$ cat src/hdl/cyclic_ntt_poly_multiplier_assert.svh
// Assertion macros for the cyclic NTT polynomial multiplier.
// Expects clk_i and rst_ni in the including module's scope.
`ifndef CYCLIC_NTT_POLY_MULTIPLIER_ASSERT_SVH
`define CYCLIC_NTT_POLY_MULTIPLIER_ASSERT_SVH

// Condition and consequence in the same cycle.
`define CNPM_ASSERT_NOW(lbl, ante, cons, msg) \
  lbl: assert property (@(posedge clk_i) disable iff (!rst_ni) (ante) |-> (cons)) \
    else $error(msg);

// Consequence in the cycle after the condition.
`define CNPM_ASSERT_NEXT(lbl, ante, cons, msg) \
  lbl: assert property (@(posedge clk_i) disable iff (!rst_ni) (ante) |=> (cons)) \
    else $error(msg);

`endif

$ cat src/hdl/cnpm_ram.sv
// Generic single-write, single-read RAM with registered read data.
// No dependencies.
module cnpm_ram #(
  parameter int WIDTH = 12,
  parameter int DEPTH = 256
) (
  input  logic                     clk_i,
  input  logic                     we_i,
  input  logic [$clog2(DEPTH)-1:0] waddr_i,
  input  logic [WIDTH-1:0]         wdata_i,
  input  logic [$clog2(DEPTH)-1:0] raddr_i,
  output logic [WIDTH-1:0]         rdata_o
);

  logic [WIDTH-1:0] mem_q [DEPTH];
  logic [WIDTH-1:0] rdata_q;

  always_ff @(posedge clk_i) begin
    if (we_i) begin
      mem_q[waddr_i] <= wdata_i;
    end
    rdata_q <= mem_q[raddr_i];
  end

  assign rdata_o = rdata_q;

endmodule

$ cat config.mk
export PLATFORM = sky130hd
export DESIGN_NAME = cnpm_ram
export DESIGN_NICKNAME = d
export VERILOG_FILES = /design/src/hdl/cyclic_ntt_poly_multiplier_assert.svh /design/src/hdl/cnpm_ram.sv
export SDC_FILE = /design/constraint.sdc
export NUM_CORES = 2
export LEC_CHECK = 0
export BUFFER_PORTS_ARGS = -buffer_cell sky130_fd_sc_hd__buf_2
export CORE_UTILIZATION = 29
export CTS_CLUSTER_DIAMETER = 100
export DETAILED_ROUTE_END_ITERATION = 8
export PLACE_DENSITY = 0.5
export SYNTH_ARGS = -nofsm -noshare
export SYNTH_HDL_FRONTEND = slang
export SYNTH_SLANG_ARGS = --single-unit
$ cat constraint.sdc
create_clock -name clk_i -period 5.9 [get_ports clk_i]
set_clock_uncertainty 0.15 [all_clocks]
set_input_delay 0.885 -clock clk_i [delete_from_list [all_inputs] [get_ports clk_i]]
set_output_delay 0.885 -clock clk_i [all_outputs]
set_load 0.02 [all_outputs]
==> reports/qor.yml <==
worst_slack_ns: 1.77
ios: 42
drt-pass1-iter-count: 5
start_util_pct: 29.2
crit_fanout: 31
holdCritPathClass: "primary input to flop"
timing.final.hold_violations: 0
post_cts_buffers: 0
synth_edf_count: 3072
cap_violations: 0
syn_nets: 5536
cts_sinks: 3084
preCtsSetupSlack_ns: 0.848
synth_most_common_cell: "edfxtp_1"
drt_iter0_markers: 6901
crit_path_end_kind: "flop"
antenna_found_initial: 27
hold_slack_ns: 0.280
grt_pass1_vias: 60100
route.detailed.drc: 0
nets: 5980
ant_nets: 0
ys.flop_type: "edfxtp_1"
finalCritPeriodShare_pct: 70.0
wl_per_cell_um: 28.9
synth_area_leaders: "edfxtp_1 (78%), mux4_2 (12%), mux2i_1 (1.9%)"
synth_warnings: 0
tightest_slew_ns: 1.39
hpwlAfterDp_mm: 205
grt_pass1_wl_mm: 473
cts_buffer_depth: 4
drive_above_1_share_pct: 26.2
slew_violations: 0
synthToLayoutAreaGrowth_pct: 16.6
h-tree-depth: 5
viasPerCell: 5.04
slowest_delay_ns: 0.83
synth_seq_cells: 3084
grt_max_degree: 184
via_count: 58800
place_congestion: 0.821
fin_util_pct: 34.0
total_power_mw: 47.6
ys_async_sr_fraction_pct: 0
max_freq_mhz: 242
ctsResizeCount: 0
ys_seq_area_share_pct: 78.0
grt.total_usage_pct: 16.1
worstSetupPathType: "primary input to flop"
synth_area_mm2: 0.119
row_count: 234
powerDensity_mw_per_mm2: 344
vdd_drop_max_uv: 247
rsz0062_at_grt: "no"
finalCriticalPeriod_ns: 4.13
required_ns: 6.58
cp_slowest_cell: "and2_2"
setup_viol: 0
cts_hold_buffers: 0
synth_area_leader_cell: "edfxtp_1"
cp-start-kind: "primary input"
leakage_nw: 42.7
cts_tree: "yes"
coreArea_mm2: 0.407
status: "finished clean"
ys_types: 61
die_y_um: 642
dieArea_mm2: 0.412
portBuffers: 41
root_buffer: "clkbuf_16"
clk_pin_slew_worst_paths_ns: 0.06
synth.top_cell.area_share_pct: 77.8
n_fill_cell: 37900
crit_chain: "buf_4 > buf_4 > and2_2 > a22oi_1 > a21oi_1 > or3_1 > a2bb2oi_1 > and3b_1"
synth_common_cells: "edfxtp_1 (3,072), mux4_2 (636), nor2_1 (302)"
cp.arrival_ns: 4.81
avgSynthCellArea_um2: 21.5
slew_headroom_pct: 6.86
syn_inst: 5506
cpMostUsedCell: "buf_4"
tns_ns: 0
grt_overflow: 0
fp.dieW_um: 642
wl_mm: 338
numCtsBuffers: 334
insertion_delay_ns: 0.95
==> flip-flops by register name, indices dropped and copies added (netlist names) <==
signal	flops
rdata_o	12
mem_q	3072
==> through the flow <==
step                      cell area, µm²  std cells
final                             138000      11700
after global routing              138000      11700
after CTS                         138000      11700
after detailed placement          127000      11000
after global placement            127000      11000
after floorplan                   119000       5506
==> cell type report <==
cell class,instances,area [µm²],area share (%)
Sequential cell,3084,92500,66.9
Multi-Input combinational cell,2081,24100,17.4
Clock buffer,413,8770,6.34
Tap cell,5428,6790,4.91
Timing Repair Buffer,446,3880,2.81
Clock inverter,195,2240,1.62
Antenna cell,20,50.0,0.0362
Inverter,3,11.3,0.00814
==> path summary, 6_finish.rpt <==
kind / start / endpoint / slack, ns / cells after the start
worst min-delay path: wdata_i[5] / mem_q[129][5]$_DFFE_PP_ / 0.28 / 1
worst max-delay path: raddr_i[2] / rdata_o[0]$_DFF_P_ / 1.77 / 8
worst max register to register: mem_q[3][0]$_DFFE_PP_ / rdata_o[0]$_DFF_P_ / 2.79 / 7
worst min register to register: mem_q[194][6]$_DFFE_PP_ / rdata_o[6]$_DFF_P_ / 0.87 / 5
==> cell usage in the layout (no fill, tap or decap), drive strengths merged, types with 45 or more instances in the layout <==
master	count
mux2i	223
mux4	636
clkbuf	413
o22ai	88
buf	446
edfxtp	3072
clkinv	142
o221ai	55
nor2	302
a21oi	121
nand2	45
a22oi	215
==> logic make-up (layout without fill, tap and decap cells) <==
group                  Yosys count  after routing  synth area share (%)
AOI/OAI and AO/OA              637            637                  3.75
muxes                          894            894                  14.3
DFF                           3084           3084                  78.0
buffers and inverters          341           1057                  1.83
and+or+nand+nor                550            550                  2.17
other                            0             20                     0
==> critical path: cells and delay by family <==
family          cells  cell delay, ns
compound gates      3            1.40
buf+inv             2            1.07
simple gates        3            1.34
==> power by group <==
| group | switching, mW | total [mW] | internal (mW) |
|---|---|---|---|
| registers | 0.0691 | 24.2 | 24.2 |
| logic | 1.59 | 2.35 | 0.759 |
| clock network | 8.81 | 21.0 | 12.2 |
==> per-layer routing <==
layer / vias up / track usage [%] / wire length, µm
met5: - / 0 / 98
met1: 32100 / 22.4 / 145000
met4: 14 / 4.87 / 10700
li1: 24200 / - / -
met2: 2042 / 26.1 / 161000
met3: 473 / 2.30 / 21400
No activity file was read; power rests on OpenSTA's default activity.
