$ cat src/hdl/cyclic_ntt_poly_multiplier_assert.svh
// Assertion macros for the cyclic NTT polynomial multiplier.
// Expects clk_i and rst_ni in the including module's scope.
`ifndef CYCLIC_NTT_POLY_MULTIPLIER_ASSERT_SVH
`define CYCLIC_NTT_POLY_MULTIPLIER_ASSERT_SVH

// Condition and consequence in the same cycle.
`define CNPM_ASSERT_NOW(lbl, ante, cons, msg) \
  lbl: assert property (@(posedge clk_i) disable iff (!rst_ni) (ante) |-> (cons)) \
    else $error(msg);

// Consequence in the cycle after the condition.
`define CNPM_ASSERT_NEXT(lbl, ante, cons, msg) \
  lbl: assert property (@(posedge clk_i) disable iff (!rst_ni) (ante) |=> (cons)) \
    else $error(msg);

`endif

$ cat src/hdl/cnpm_modmul.sv
// Pipelined modular multiplier: Barrett reduction, four register stages.
// No dependencies.
module cnpm_modmul #(
  parameter int MODULUS = 3329,
  parameter int CW      = 12
) (
  input  logic          clk_i,
  input  logic          rst_ni,
  input  logic          valid_i,
  input  logic [CW-1:0] x_i,
  input  logic [CW-1:0] y_i,
  output logic          valid_o,
  output logic [CW-1:0] res_o
);

  localparam int W  = $clog2(MODULUS);
  localparam int PW = 2 * CW;
  localparam int K  = PW;
  localparam int QW = K - W + 1;
  localparam logic [QW-1:0] MU   = QW'((64'd1 << K) / MODULUS);
  localparam logic [W:0]    MODV = (W+1)'(MODULUS);

  logic [3:0]       vld_q;
  logic [PW-1:0]    p1_q;
  logic [QW-1:0]    q_q;
  logic [W:0]       plo_q;
  logic [W:0]       plo2_q;
  logic [W:0]       qm_q;
  logic [W-1:0]     res_q;
  logic [PW+QW-1:0] t;
  logic [QW+W-1:0]  qm_full;
  logic [W:0]       r;

  // Quotient estimate, then the multiple to subtract
  assign t       = (PW+QW)'(p1_q) * (PW+QW)'(MU);
  assign qm_full = (QW+W)'(q_q) * (QW+W)'(MODULUS);
  assign r       = plo2_q - qm_q;

  always_ff @(posedge clk_i or negedge rst_ni) begin
    if (!rst_ni) begin
      vld_q <= '0;
    end else begin
      vld_q <= {vld_q[2:0], valid_i};
    end
  end

  always_ff @(posedge clk_i) begin
    p1_q   <= PW'(x_i) * PW'(y_i);
    q_q    <= t[PW+QW-1:K];
    plo_q  <= p1_q[W:0];
    qm_q   <= qm_full[W:0];
    plo2_q <= plo_q;
    // remainder is below twice the modulus: one correction
    res_q  <= (r >= MODV) ? W'(r - MODV) : W'(r);
  end

  assign valid_o = vld_q[3];
  assign res_o   = CW'(res_q);

endmodule

$ cat config.mk
export PLATFORM = sky130hd
export DESIGN_NAME = cnpm_modmul
export DESIGN_NICKNAME = d
export VERILOG_FILES = /design/src/hdl/cyclic_ntt_poly_multiplier_assert.svh /design/src/hdl/cnpm_modmul.sv
export SDC_FILE = /design/constraint.sdc
export NUM_CORES = 1
export LEC_CHECK = 0
export ABC_CLOCK_PERIOD_IN_PS = 5900
export BUFFER_PORTS_ARGS = -buffer_cell sky130_fd_sc_hd__buf_2
export CORE_ASPECT_RATIO = 1.75
export CORE_UTILIZATION = 40
export CTS_CLUSTER_SIZE = 16
export DETAILED_ROUTE_END_ITERATION = 10
export HOLD_SLACK_MARGIN = 0.06
export PLACE_DENSITY_LB_ADDON = 0.3
export SLEW_MARGIN = 20
export SYNTH_ARGS = -nofsm -noshare
export SYNTH_HDL_FRONTEND = slang
export SYNTH_SLANG_ARGS = --single-unit
$ cat constraint.sdc
create_clock -name clk_i -period 5.9 [get_ports clk_i]
set_clock_uncertainty 0.15 [all_clocks]
set_input_delay 0.295 -clock clk_i [delete_from_list [all_inputs] [get_ports clk_i]]
set_output_delay 0.295 -clock clk_i [all_outputs]
set_load 0.005 [all_outputs]
==> results of run 1 <==
## cell usage after synthesis (8+ instances only)
cell / n / area (sq um)
sky130_fd_sc_hd__inv_1: 294 / 1100
sky130_fd_sc_hd__fa_1: 228 / 4560
sky130_fd_sc_hd__ha_1: 199 / 2490
sky130_fd_sc_hd__nand2_1: 105 / 394
sky130_fd_sc_hd__dfxtp_1: 88 / 1760
sky130_fd_sc_hd__and2_1: 55 / 344
sky130_fd_sc_hd__xnor2_1: 45 / 394
sky130_fd_sc_hd__a21oi_1: 37 / 185
sky130_fd_sc_hd__nor2_1: 26 / 97.6
sky130_fd_sc_hd__a21o_1: 24 / 180
sky130_fd_sc_hd__clkbuf_1: 24 / 90.1
sky130_fd_sc_hd__o21ai_0: 16 / 80.1
sky130_fd_sc_hd__xor2_1: 13 / 114
sky130_fd_sc_hd__nand3_1: 12 / 60.1
sky130_fd_sc_hd__nor2b_1: 12 / 75.1
sky130_fd_sc_hd__nor3_1: 11 / 55.1
sky130_fd_sc_hd__nand4_1: 10 / 62.6
sky130_fd_sc_hd__o21a_1: 8 / 60.1
## worst max-delay path: cells and delay by family (launching register included)
family,cells,cell delay (ns)
compound gates,6,1.69
fa+ha+maj,6,2.87
buf+inv,2,0.09
flops,1,0.57
simple gates,1,0.14
## stage by stage
step           area (sq um)  hold WS, ns  std cells   util  setup WS, ns
2_1_floorplan         12800       -0.151       1280      -         0.678
3_3_place_gp          13500      -0.0538       1700  0.428         0.287
3_5_place_dp          13500      -0.0489       1700  0.428         0.171
4_1_cts               13800       0.0902       1718  0.439         0.159
5_1_grt               13800        0.132       1718  0.439        0.0282
6_report              13800        0.110       1718  0.439         0.307
## cell usage in the layout, fill, tap and decap left out, types with 3 or more instances in the layout
master and count:
sky130_fd_sc_hd__inv_1 294, sky130_fd_sc_hd__fa_1 228, sky130_fd_sc_hd__ha_1 199, sky130_fd_sc_hd__nand2_1 105, sky130_fd_sc_hd__dfxtp_1 85, sky130_fd_sc_hd__and2_1 55, sky130_fd_sc_hd__xnor2_1 45, sky130_fd_sc_hd__buf_2 39
sky130_fd_sc_hd__a21oi_1 37, sky130_fd_sc_hd__nor2_1 26, sky130_fd_sc_hd__a21o_1 24, sky130_fd_sc_hd__o21ai_0 16, sky130_fd_sc_hd__xor2_1 13, sky130_fd_sc_hd__nand3_1 12, sky130_fd_sc_hd__nor2b_1 12, sky130_fd_sc_hd__nor3_1 11
sky130_fd_sc_hd__nand4_1 10, sky130_fd_sc_hd__buf_4 10, sky130_fd_sc_hd__clkbuf_16 9, sky130_fd_sc_hd__o21a_1 8, sky130_fd_sc_hd__a211oi_1 5, sky130_fd_sc_hd__nand2b_1 4, sky130_fd_sc_hd__a31oi_1 4, sky130_fd_sc_hd__and3_1 4
sky130_fd_sc_hd__dfrtp_1 4, sky130_fd_sc_hd__o21bai_1 3, sky130_fd_sc_hd__a21boi_0 3, sky130_fd_sc_hd__o21ai_1 3, sky130_fd_sc_hd__or3_1 3, sky130_fd_sc_hd__inv_6 3, sky130_fd_sc_hd__dfxtp_2 3
## final cells by class
class,count,area [sq um]
clock buffers,10,239
clock inverters,6,75.1
fillers,3065,17700
inverters,294,1100
multi-input cells,869,9780
flip-flops and latches,92,1870
well taps,396,495
repair buffers,51,290
## flip-flops by register name, summed over array words and instances (netlist names)
| signal | cells |
|---|---|
| plo_q | 13 |
| plo2_q | 13 |
| q_q | 13 |
| p1_q | 24 |
| vld_q | 4 |
| res_o | 12 |
| qm_q | 13 |
## cells by family after synthesis
kind of cell,synth area share
xor gates and xnor gates,0.0408
muxes,0.000877
and+or+nand+nor,0.0941
buffers and inverters,0.0938
DFF,0.145
AOI/OAI and AO/OA,0.0762
adders and majority gates,0.549
## per-layer routing
| layer | GRT usage | up-vias |
|---|---|---|
| met5 | 0 | - |
| met4 | 0.0912 | 0 |
| met3 | 0.0182 | 57 |
| met2 | 0.364 | 126 |
| met1 | 0.168 | 4169 |
| li1 | - | 4060 |
## worst max path at each step
stage,startpoint,end,cells past startpoint
finish,p1_q[9],q_q[11],15
detailed placement,p1_q[12],q_q[11],16
floorplan,y_i[5],p1_q[22],19
global route,p1_q[9],q_q[11],16
CTS,p1_q[12],q_q[11],16
global placement,p1_q[12],q_q[11],16
## what timing repair did
action                                  in CTS  in global routing
gates resized for setup                      0                  3
hold endpoints to repair                     5                  0
hold buffers                                 2                  0
endpoints found under the setup margin       0                  2
==> Implementation_results.wiki, run 1 <==
{| class="wikitable"
! Metric !! Value
|-
| Result of the run || finished clean
|-
| Register-to-register setup slack || 0.31 ns
|-
| Buffer count from post-CTS setup fixing || 0
|-
| Cell repeated most along the worst path || sky130_fd_sc_hd__fa_1
|-
| Synth Flop Type || sky130_fd_sc_hd__dfxtp_1
|-
| Relative area change from synthesis to final layout || 7.80%
|-
| Final routed DRC violation total || 0
|-
| Data arrival time of the critical path || 5.73 ns
|-
| Insertion delay of the later-clocked pin in the worst-skew pair || 0.36 ns
|-
| Final worst path period need || 5.59 ns
|-
| Ratio of routed vias to standard cells || 4.90
|-
| Chip Height || 239 um
|-
| Slew Viols, Final || 0
|-
| Setup repair after global routing missed its margin || no
|-
| Warnings, synthesis || 0
|-
| Global placement routability congestion || 0.893
|-
| Mean instance size in the synthesized netlist || 10.0 sq um
|-
| Worst Path Class, Setup || flip-flop to flip-flop
|-
| Number of antenna-violating nets in the routed design || 0
|-
| Hold Fails Final Rpt || 0
|-
| Routed length on met2 || 16.3 mm
|-
| Cell with the largest stage delay on the worst path || sky130_fd_sc_hd__dfxtp_1
|-
| Routed Wire Length || 27.0 mm
|-
| Antenna Cells || 0
|-
| Final-stage net count || 1771
|-
| Number of input and output port buffers inserted || 39
|-
| Clock tree from TritonCTS || built
|-
| Total setup violations reported at the end of the flow || 0
|-
| Period Utilization, post-route || 0.948
|-
| Standard-cell row count || 86
|-
| Maximum number of pins on one net before global-route repair || 18
|-
| Post-DR wirelength/cell || 15.7 um
|-
| Highest attainable clock frequency || 179 MHz
|-
| Global-route wire length before repair || 44.3 mm
|-
| #FFs+latches synth || 92
|-
| Number of iterations in the first detailed-routing pass || 4
|-
| Max H-tree Level || 3
|-
| Synthesized netlist net count || 1734
|-
| Number of maximum-capacitance violations || 0
|-
| Reg2Reg Launch Point || p1_q[9]
|-
| M1 WL || 9.08 mm
|-
| R2R depth || 15
|-
| Reg2Reg Capture Point || q_q[11]
|-
| CP peak stage delay || 0.57 ns
|-
| Transition time of the tightest slew-check pin || 0.557 ns
|-
| Max-Slew Margin vs Limit || 0.629
|-
| Met3 routed WL || 484 um
|-
| DRC violation total after the first TritonRoute iteration || 199
|-
| Buffer cell driving the clock tree root || sky130_fd_sc_hd__clkbuf_16
|-
| Initial antenna violation count || 1
|-
| I/O pin count || 40
|-
| Number of instances in the synthesized netlist || 1280
|-
| Clock transition time at the flip-flop clock pins of the worst setup and hold paths || 0.07 ns
|-
| Post-synth EDFFs || 0
|-
| Share of post-route cells with drive strength above 1 || 0.0628
|-
| Horiz. Die Dim || 137 um
|-
| Effective utilization at floorplan || 0.407
|-
| Die area || 0.0329 sq mm
|-
| Via count of the first global-routing pass || 9089
|-
| Startpoint type of the worst setup path || flip-flop
|-
| Global router's overall resource usage || 0.179
|-
| Buffer levels on the longest clock path || 2
|-
| Total grt overflow || 0
|-
| Type of the most critical hold path || primary input to asynchronous set/reset pin
|-
| Critical path peak fanout || 7
|-
| Inserted Clock Buffers || 9
|-
| Share of synthesized area occupied by flip-flops and latches || 0.145
|-
| Required time of the critical path || 6.04 ns
|-
| Post-synthesis instance area || 0.0128 sq mm
|-
| Number of distinct library cells after synthesis || 56
|-
| Highest routed metal layer || met4
|-
| Synth async-reset ratio || 0.0435
|-
| Total negative slack for setup checks || 0 ns
|-
| Vias || 8412
|-
| Floorplan core area || 0.0315 sq mm
|-
| Critical-path cell list || fa_1, fa_1, fa_1, fa_1, inv_1, fa_1, inv_1, ha_1, o2111ai_1, a2111o_1, a32oi_2, a21oi_1, o31ai_1, a211oi_1, nor3_1
|-
| CP Capture Type || flip-flop
|-
| Half-perimeter wire length after detailed placement || 23.9 mm
|-
| Sink Count || 92
|}
Power of run 1 is not shown: default switching activity piles up to over one toggle a cycle in this logic, so the estimate is an artifact.
==> inputs of run 2 (changes only) <==
==> constraint.sdc (replaced) <==
create_clock -name clk_i -period 5.9 [get_ports clk_i]
set_clock_uncertainty 0.15 [all_clocks]
set_input_delay 0.885 -clock clk_i [delete_from_list [all_inputs] [get_ports clk_i]]
set_output_delay 0.885 -clock clk_i [all_outputs]
set_load 0.005 [all_outputs]
==> run 2 against run 1 <==
Effect of this change:
- wire length down 0.89%
- count of clock-buffer cells in the layout decreased by 1
- critical path depth grew 3
- via count increased by 2.0%
- hold slack better by 0.045 ns
- setup slack worse by 0.041 ns
- global-route usage is 0.088 points higher
- final area grew 2.4%
- sequential share of layout area down 0.34 points
- non-clock buffer count increased by 44
- core utilization up 1.0 points
- first-iteration DRC count down 24%
- largest cell class unchanged
- highest routed layer unchanged
==> Implementation_results.wiki, run 2 (synthesis gave the netlist of run 1 again) <==
{| class="wikitable"
! Metric !! Value
|-
| Result of the run || finished clean
|-
| Die area || 0.0329 sq mm (unchanged)
|-
| Global-route wire length before repair || 45.2 mm (+2.0%)
|-
| Initial antenna violation count || 0 (-1)
|-
| Critical path peak fanout || 4 (-3)
|-
| Worst Path Class, Setup || flip-flop to flip-flop
|-
| Vias || 8583 (+2.0%)
|-
| Filler-free cell count of the finished design || 1762 (+2.6%)
|-
| Clock tree from TritonCTS || built
|-
| DRC violation total after the first TritonRoute iteration || 151 (-24%)
|-
| Number of gates given a new drive strength after cts || 0 (unchanged)
|-
| Via count of the first global-routing pass || 9666 (+6.3%)
|-
| Max H-tree Level || 3 (unchanged)
|-
| Relative area change from synthesis to final layout || 10.3%
|-
| Global placement routability congestion || 0.897 (+0.47%)
|-
| Number of antenna-violating nets in the routed design || 0 (unchanged)
|-
| Flip-flop count of the largest register, all copies and words added || 24 (unchanged)
|-
| Total setup violations reported at the end of the flow || 0 (unchanged)
|-
| Sink Count || 92 (unchanged)
|-
| Insertion delay of the later-clocked pin in the worst-skew pair || 0.37 ns (about the same)
|-
| Maximum number of pins on one net before global-route repair || 20 (+2)
|-
| Final worst path period need || 5.63 ns (+0.0409 ns)
|-
| Highest attainable clock frequency || 177 MHz (-0.73%)
|-
| Ratio of routed vias to standard cells || 4.87 (-0.52%)
|-
| Number of input and output port buffers inserted || 39 (unchanged)
|-
| Most flop-heavy register || p1_q
|-
| Pre-CTS setup slack || -0.103 ns (-0.274 ns)
|-
| Required time of the critical path || 6.05 ns (about the same)
|-
| Routed Wire Length || 26.8 mm (-0.89%)
|-
| Leading cell types in the layout, fill and taps excluded || sky130_fd_sc_hd__inv_1, sky130_fd_sc_hd__fa_1, sky130_fd_sc_hd__ha_1
|-
| Inserted Clock Buffers || 9 (unchanged)
|-
| Share of post-route cells with drive strength above 1 || 0.0930 (+0.0302)
|-
| CTS Hold Buffers Added || 0 (-2)
|-
| Number of iterations in the first detailed-routing pass || 4 (unchanged)
|-
| Horiz. Die Dim || 137 um (unchanged)
|-
| Most common cell after layout, fill and taps aside || sky130_fd_sc_hd__inv_1
|-
| Startpoint type of the worst setup path || flip-flop
|-
| Standard-cell row count || 86 (unchanged)
|-
| Setup repair after global routing missed its margin || no
|-
| Data arrival time of the critical path || 5.78 ns (+0.05 ns)
|-
| Number of instances in the placed design || 1746 (+2.7%)
|-
| Total grt overflow || 0 (unchanged)
|-
| Final-stage net count || 1815 (+2.5%)
|-
| Type of the most critical hold path || primary input to asynchronous set/reset pin
|-
| Layout filler cell count || 3050 (-0.49%)
|-
| Antenna Cells || 0 (unchanged)
|-
| Reg2Reg Capture Point || q_q[12]
|-
| R2R depth || 18 (+3)
|-
| Number of maximum-capacitance violations || 0 (unchanged)
|-
| Register-to-register setup slack || 0.27 ns (-0.04 ns)
|-
| Floorplan core area || 0.0315 sq mm (unchanged)
|-
| Buffer count from post-CTS setup fixing || 0 (unchanged)
|-
| CP Capture Type || flip-flop
|-
| Setup WS post-layout || 0.266 ns (-0.0409 ns)
|-
| I/O pin count || 40 (unchanged)
|-
| Post-route core utilization || 0.450 (+0.0104)
|-
| Capture point of the critical path || q_q[12]
|-
| Global router's overall resource usage || 0.180 (+0.000881)
|-
| Transition time of the tightest slew-check pin || 0.535 ns (-0.0214 ns)
|-
| Max-Slew Margin vs Limit || 0.643 (+0.0143)
|-
| Post-DR wirelength/cell || 15.2 um (-3.4%)
|-
| Half-perimeter wire length after detailed placement || 24.2 mm (+1.4%)
|-
| Hold Fails Final Rpt || 0 (unchanged)
|-
| Chip Height || 239 um (unchanged)
|-
| Clock transition time at the flip-flop clock pins of the worst setup and hold paths || 0.08 ns (about the same)
|-
| Effective utilization at floorplan || 0.407 (unchanged)
|-
| Final routed DRC violation total || 0 (unchanged)
|-
| Reg2Reg Launch Point || p1_q[11]
|-
| Buffer cell driving the clock tree root || sky130_fd_sc_hd__clkbuf_16
|-
| Buffer levels on the longest clock path || 2 (unchanged)
|-
| Crit path launch || p1_q[11]
|-
| Slew Viols, Final || 0 (unchanged)
|-
| Period Utilization, post-route || 0.955 (+0.00694)
|}
## run 2: cell count changes in the layout (fill, tap and decap cells not counted), sizes merged
cell         before  now
inv             298  297
buf              49   95
clkbuf           10    9
clkinv            0    4
dlygate4sd3       2    0
bufinv            1    0
clkinvlp          1    0
## run 2: metal layers
layer  up-vias  share of wire  global-route usage
met3        70          0.014              0.0208
met1      4258           0.34               0.168
met5         -              0                   0
li1       4144              -                   -
met4         0          0.051               0.101
met2       111           0.60               0.361
## run 2: through the flow
| step | hold slack [ns] | cell area [sq um] | setup TNS, ns |
|---|---|---|---|
| final | 0.155 | 14200 | 0 |
| after global routing | 0.150 | 14200 | 0 |
| after CTS | 0.139 | 14200 | 0 |
| after detailed placement | 0.162 | 13900 | -0.244 |
| after global placement | 0.161 | 13900 | -0.0129 |
| after floorplan | 0.160 | 12800 | 0 |
## run 2: how the worst min path moves through the flow
stage / startpoint / endpoint / slack (ns)
2_1_floorplan: plo_q[0] / plo2_q[0] / 0.16
3_3_place_gp: plo_q[10] / plo2_q[10] / 0.16
3_5_place_dp: plo_q[3] / plo2_q[3] / 0.16
4_1_cts: rst_ni / vld_q[3] / 0.14
5_1_grt: rst_ni / vld_q[3] / 0.15
6_report: rst_ni / vld_q[3] / 0.16
## run 2: critical path, stage by stage, from the launching register on
cell	delay, ns
sky130_fd_sc_hd__dfxtp_1	0.38
sky130_fd_sc_hd__buf_4	0.21
sky130_fd_sc_hd__fa_1	0.58
sky130_fd_sc_hd__fa_1	0.45
sky130_fd_sc_hd__fa_1	0.50
sky130_fd_sc_hd__fa_1	0.56
sky130_fd_sc_hd__inv_1	0.05
sky130_fd_sc_hd__fa_1	0.47
sky130_fd_sc_hd__inv_1	0.04
sky130_fd_sc_hd__ha_1	0.32
sky130_fd_sc_hd__and4_1	0.22
sky130_fd_sc_hd__nand2_1	0.06
sky130_fd_sc_hd__a2111o_1	0.36
sky130_fd_sc_hd__a32oi_4	0.33
sky130_fd_sc_hd__a41oi_2	0.21
sky130_fd_sc_hd__o21ai_2	0.25
sky130_fd_sc_hd__a21oi_2	0.12
sky130_fd_sc_hd__o21ai_2	0.15
sky130_fd_sc_hd__xor2_1	0.16
## run 2: layout make-up
| class | count | area [sq um] | share of cell area |
|---|---|---|---|
| inverter | 294 | 1100 | 0.0779 |
| sequential | 92 | 1860 | 0.131 |
| timing repair buffer | 95 | 616 | 0.0434 |
| tap | 396 | 495 | 0.0350 |
| clock inverter | 7 | 78.8 | 0.00556 |
| clock buffer | 9 | 225 | 0.0159 |
| multi-input combinational | 869 | 9790 | 0.691 |
Power of run 2 is left out for the same reason.
==> inputs of run 3 (changes only) <==
Settings changed: CELL_PAD_IN_SITES_DETAIL_PLACEMENT set to 0, CELL_PAD_IN_SITES_GLOBAL_PLACEMENT set to 1.
==> run 3 against run 2 <==
Effect of this change:
- non-clock buffer count grew 8
- die area stayed put
- first-iteration DRC count is 29% higher
- hold slack improved by 0.014 ns
- setup slack better by 0.0022 ns
- count of clock-buffer cells in the layout increased by 1
- fmax hardly changed
- via count shrank 0.97%
- register-to-register slack about the same
- sequential share of layout area is 0.078 points lower
==> Implementation_results.wiki, run 3 (synthesis gave the netlist of run 1 again) <==
{| class="wikitable"
! Metric !! Value
|-
| Result of the run || finished clean
|-
| Required time of the critical path || 6.03 ns (-0.02 ns)
|-
| DRC violation total after the first TritonRoute iteration || 195 (+29%)
|-
| Crit path launch || p1_q[12]
|-
| Number of iterations in the first detailed-routing pass || 4 (unchanged)
|-
| Buffer count from post-CTS setup fixing || 0 (unchanged)
|-
| Critical path peak fanout || 5 (+1)
|-
| Effective utilization at floorplan || 0.407 (unchanged)
|-
| Total grt overflow || 0 (unchanged)
|-
| Final worst path period need || 5.63 ns (-0.00218 ns)
|-
| Startpoint type of the worst setup path || flip-flop
|-
| Inserted Clock Buffers || 9 (unchanged)
|-
| Highest attainable clock frequency || 178 MHz (about the same)
|-
| Setup WS post-layout || 0.268 ns (+0.00218 ns)
|-
| Global router's overall resource usage || 0.179 (-0.000972)
|-
| Vias || 8500 (-0.97%)
|-
| Buffer levels on the longest clock path || 2 (unchanged)
|-
| Cell repeated most along the worst path || sky130_fd_sc_hd__fa_1
|-
| Transition time of the tightest slew-check pin || 0.594 ns (+0.0591 ns)
|-
| Global-route wire length before repair || 44.8 mm (-0.78%)
|-
| Via count of the first global-routing pass || 9407 (-2.7%)
|-
| CP Capture Type || flip-flop
|-
| Most common cell after layout, fill and taps aside || sky130_fd_sc_hd__inv_1
|-
| Setup repair after global routing missed its margin || no
|-
| Relative area change from synthesis to final layout || 11.2%
|-
| Share of post-route cells with drive strength above 1 || 0.0983 (+0.00528)
|-
| Pre-CTS setup slack || -0.0820 ns (+0.0212 ns)
|-
| Buffer cell driving the clock tree root || sky130_fd_sc_hd__clkbuf_16
|-
| Ratio of routed vias to standard cells || 4.80 (-1.4%)
|-
| Clock tree from TritonCTS || built
|-
| Data arrival time of the critical path || 5.77 ns (about the same)
|-
| Half-perimeter wire length after detailed placement || 24.2 mm (-0.28%)
|-
| Most flop-heavy register || p1_q
|-
| Number of input and output port buffers inserted || 39 (unchanged)
|-
| R2R depth || 19 (+1)
|-
| Total setup violations reported at the end of the flow || 0 (unchanged)
|-
| Initial antenna violation count || 1 (+1)
|-
| Final routed DRC violation total || 0 (unchanged)
|-
| Horiz. Die Dim || 137 um (unchanged)
|-
| Max-Slew Margin vs Limit || 0.604 (-0.0394)
|-
| Routed Wire Length || 26.7 mm (-0.54%)
|-
| Max H-tree Level || 3 (unchanged)
|-
| Standard-cell row count || 86 (unchanged)
|-
| Post-DR wirelength/cell || 15.1 um (-0.99%)
|-
| Slew Viols, Final || 0 (unchanged)
|-
| Number of antenna-violating nets in the routed design || 0 (unchanged)
|-
| Chip Height || 239 um (unchanged)
|-
| Period Utilization, post-route || 0.955 (about the same)
|-
| Flip-flop count of the largest register, all copies and words added || 24 (unchanged)
|-
| Leading cell types in the layout, fill and taps excluded || sky130_fd_sc_hd__inv_1, sky130_fd_sc_hd__fa_1, sky130_fd_sc_hd__ha_1
|-
| Type of the most critical hold path || primary input to asynchronous set/reset pin
|-
| Hold Fails Final Rpt || 0 (unchanged)
|-
| Maximum number of pins on one net before global-route repair || 17 (-15%)
|-
| Worst Path Class, Setup || flip-flop to flip-flop
|-
| I/O pin count || 40 (unchanged)
|-
| Die area || 0.0329 sq mm (unchanged)
|-
| Antenna Cells || 0 (unchanged)
|-
| Reg2Reg Launch Point || p1_q[12]
|-
| Insertion delay of the later-clocked pin in the worst-skew pair || 0.35 ns (-0.02 ns)
|-
| Floorplan core area || 0.0315 sq mm (unchanged)
|-
| Critical-path cell list || buf_4, fa_1, fa_1, fa_1, fa_1, inv_1, fa_1, inv_1, ha_1, and4_1, nand2_1, a2111o_1, a32oi_2, buf_4, a41oi_2, o21ai_2, a21oi_2, o21ai_2, xor2_1
|-
| Final-stage net count || 1823 (+0.44%)
|-
| Cell with the largest stage delay on the worst path || sky130_fd_sc_hd__fa_1
|-
| CP peak stage delay || 0.59 ns (about the same)
|-
| Global placement routability congestion || 0.854 (-4.8%)
|-
| Number of maximum-capacitance violations || 0 (unchanged)
|-
| Clock transition time at the flip-flop clock pins of the worst setup and hold paths || 0.06 ns (-0.02 ns)
|-
| Sink Count || 92 (unchanged)
|}
## run 3: per-layer routing
metal	up-vias	GRT usage	wire length (um)
met3	34	0.0163	321
li1	4161	-	-
met5	-	0	13
met2	89	0.375	16400
met4	2	0.0639	710
met1	4214	0.170	9240
## run 3: final timing paths
| path | end | slack (ns) |
|---|---|---|
| setup / recovery | q_q[12] | 0.27 |
| hold / removal | vld_q[3] | 0.17 |
| setup reg to reg | q_q[12] | 0.27 |
| hold reg to reg | plo2_q[1] | 0.17 |
| max in group asynchronous | vld_q[0] | 5.32 |
| min in group clk_i | plo2_q[1] | 0.17 |
## run 3: repair_timing
item                       in CTS  in global routing
gates resized for setup         0                  2
setup endpoints to repair       0                  2
hold buffers                    0                  0
## run 3: stage by stage
stage / instances / utilization / area (sq um) / TNS, ns / hold WS (ns)
CTS: 1770 / 0.453 / 14300 / 0 / 0.150
global route: 1770 / 0.453 / 14300 / 0 / 0.163
finish: 1770 / 0.453 / 14300 / 0 / 0.170
floorplan: 1280 / - / 12800 / 0 / 0.160
global placement: 1754 / 0.442 / 13900 / -0.107 / 0.162
detailed placement: 1754 / 0.442 / 13900 / -0.183 / 0.164
## run 3: cell type report
| cell class | count | area (sq um) |
|---|---|---|
| clock inverter | 6 | 119 |
| fill | 3066 | 17300 |
| multi-input combinational | 869 | 9780 |
| sequential | 92 | 1860 |
| tap | 396 | 495 |
| timing repair buffer | 103 | 688 |
| clock buffer | 10 | 229 |
| inverter | 294 | 1100 |
## run 3: worst max-delay path, delay by kind of cell (launching register included)
kind                       cells  cell delay [ns]
DFF                            1             0.40
AOI/OAI and AO/OA              6             1.26
adders and majority gates      6             2.87
and+or+nand+nor                2             0.27
xor gates and xnor gates       1             0.14
buffers and inverters          4             0.46
Power of run 3 is left out for the same reason.
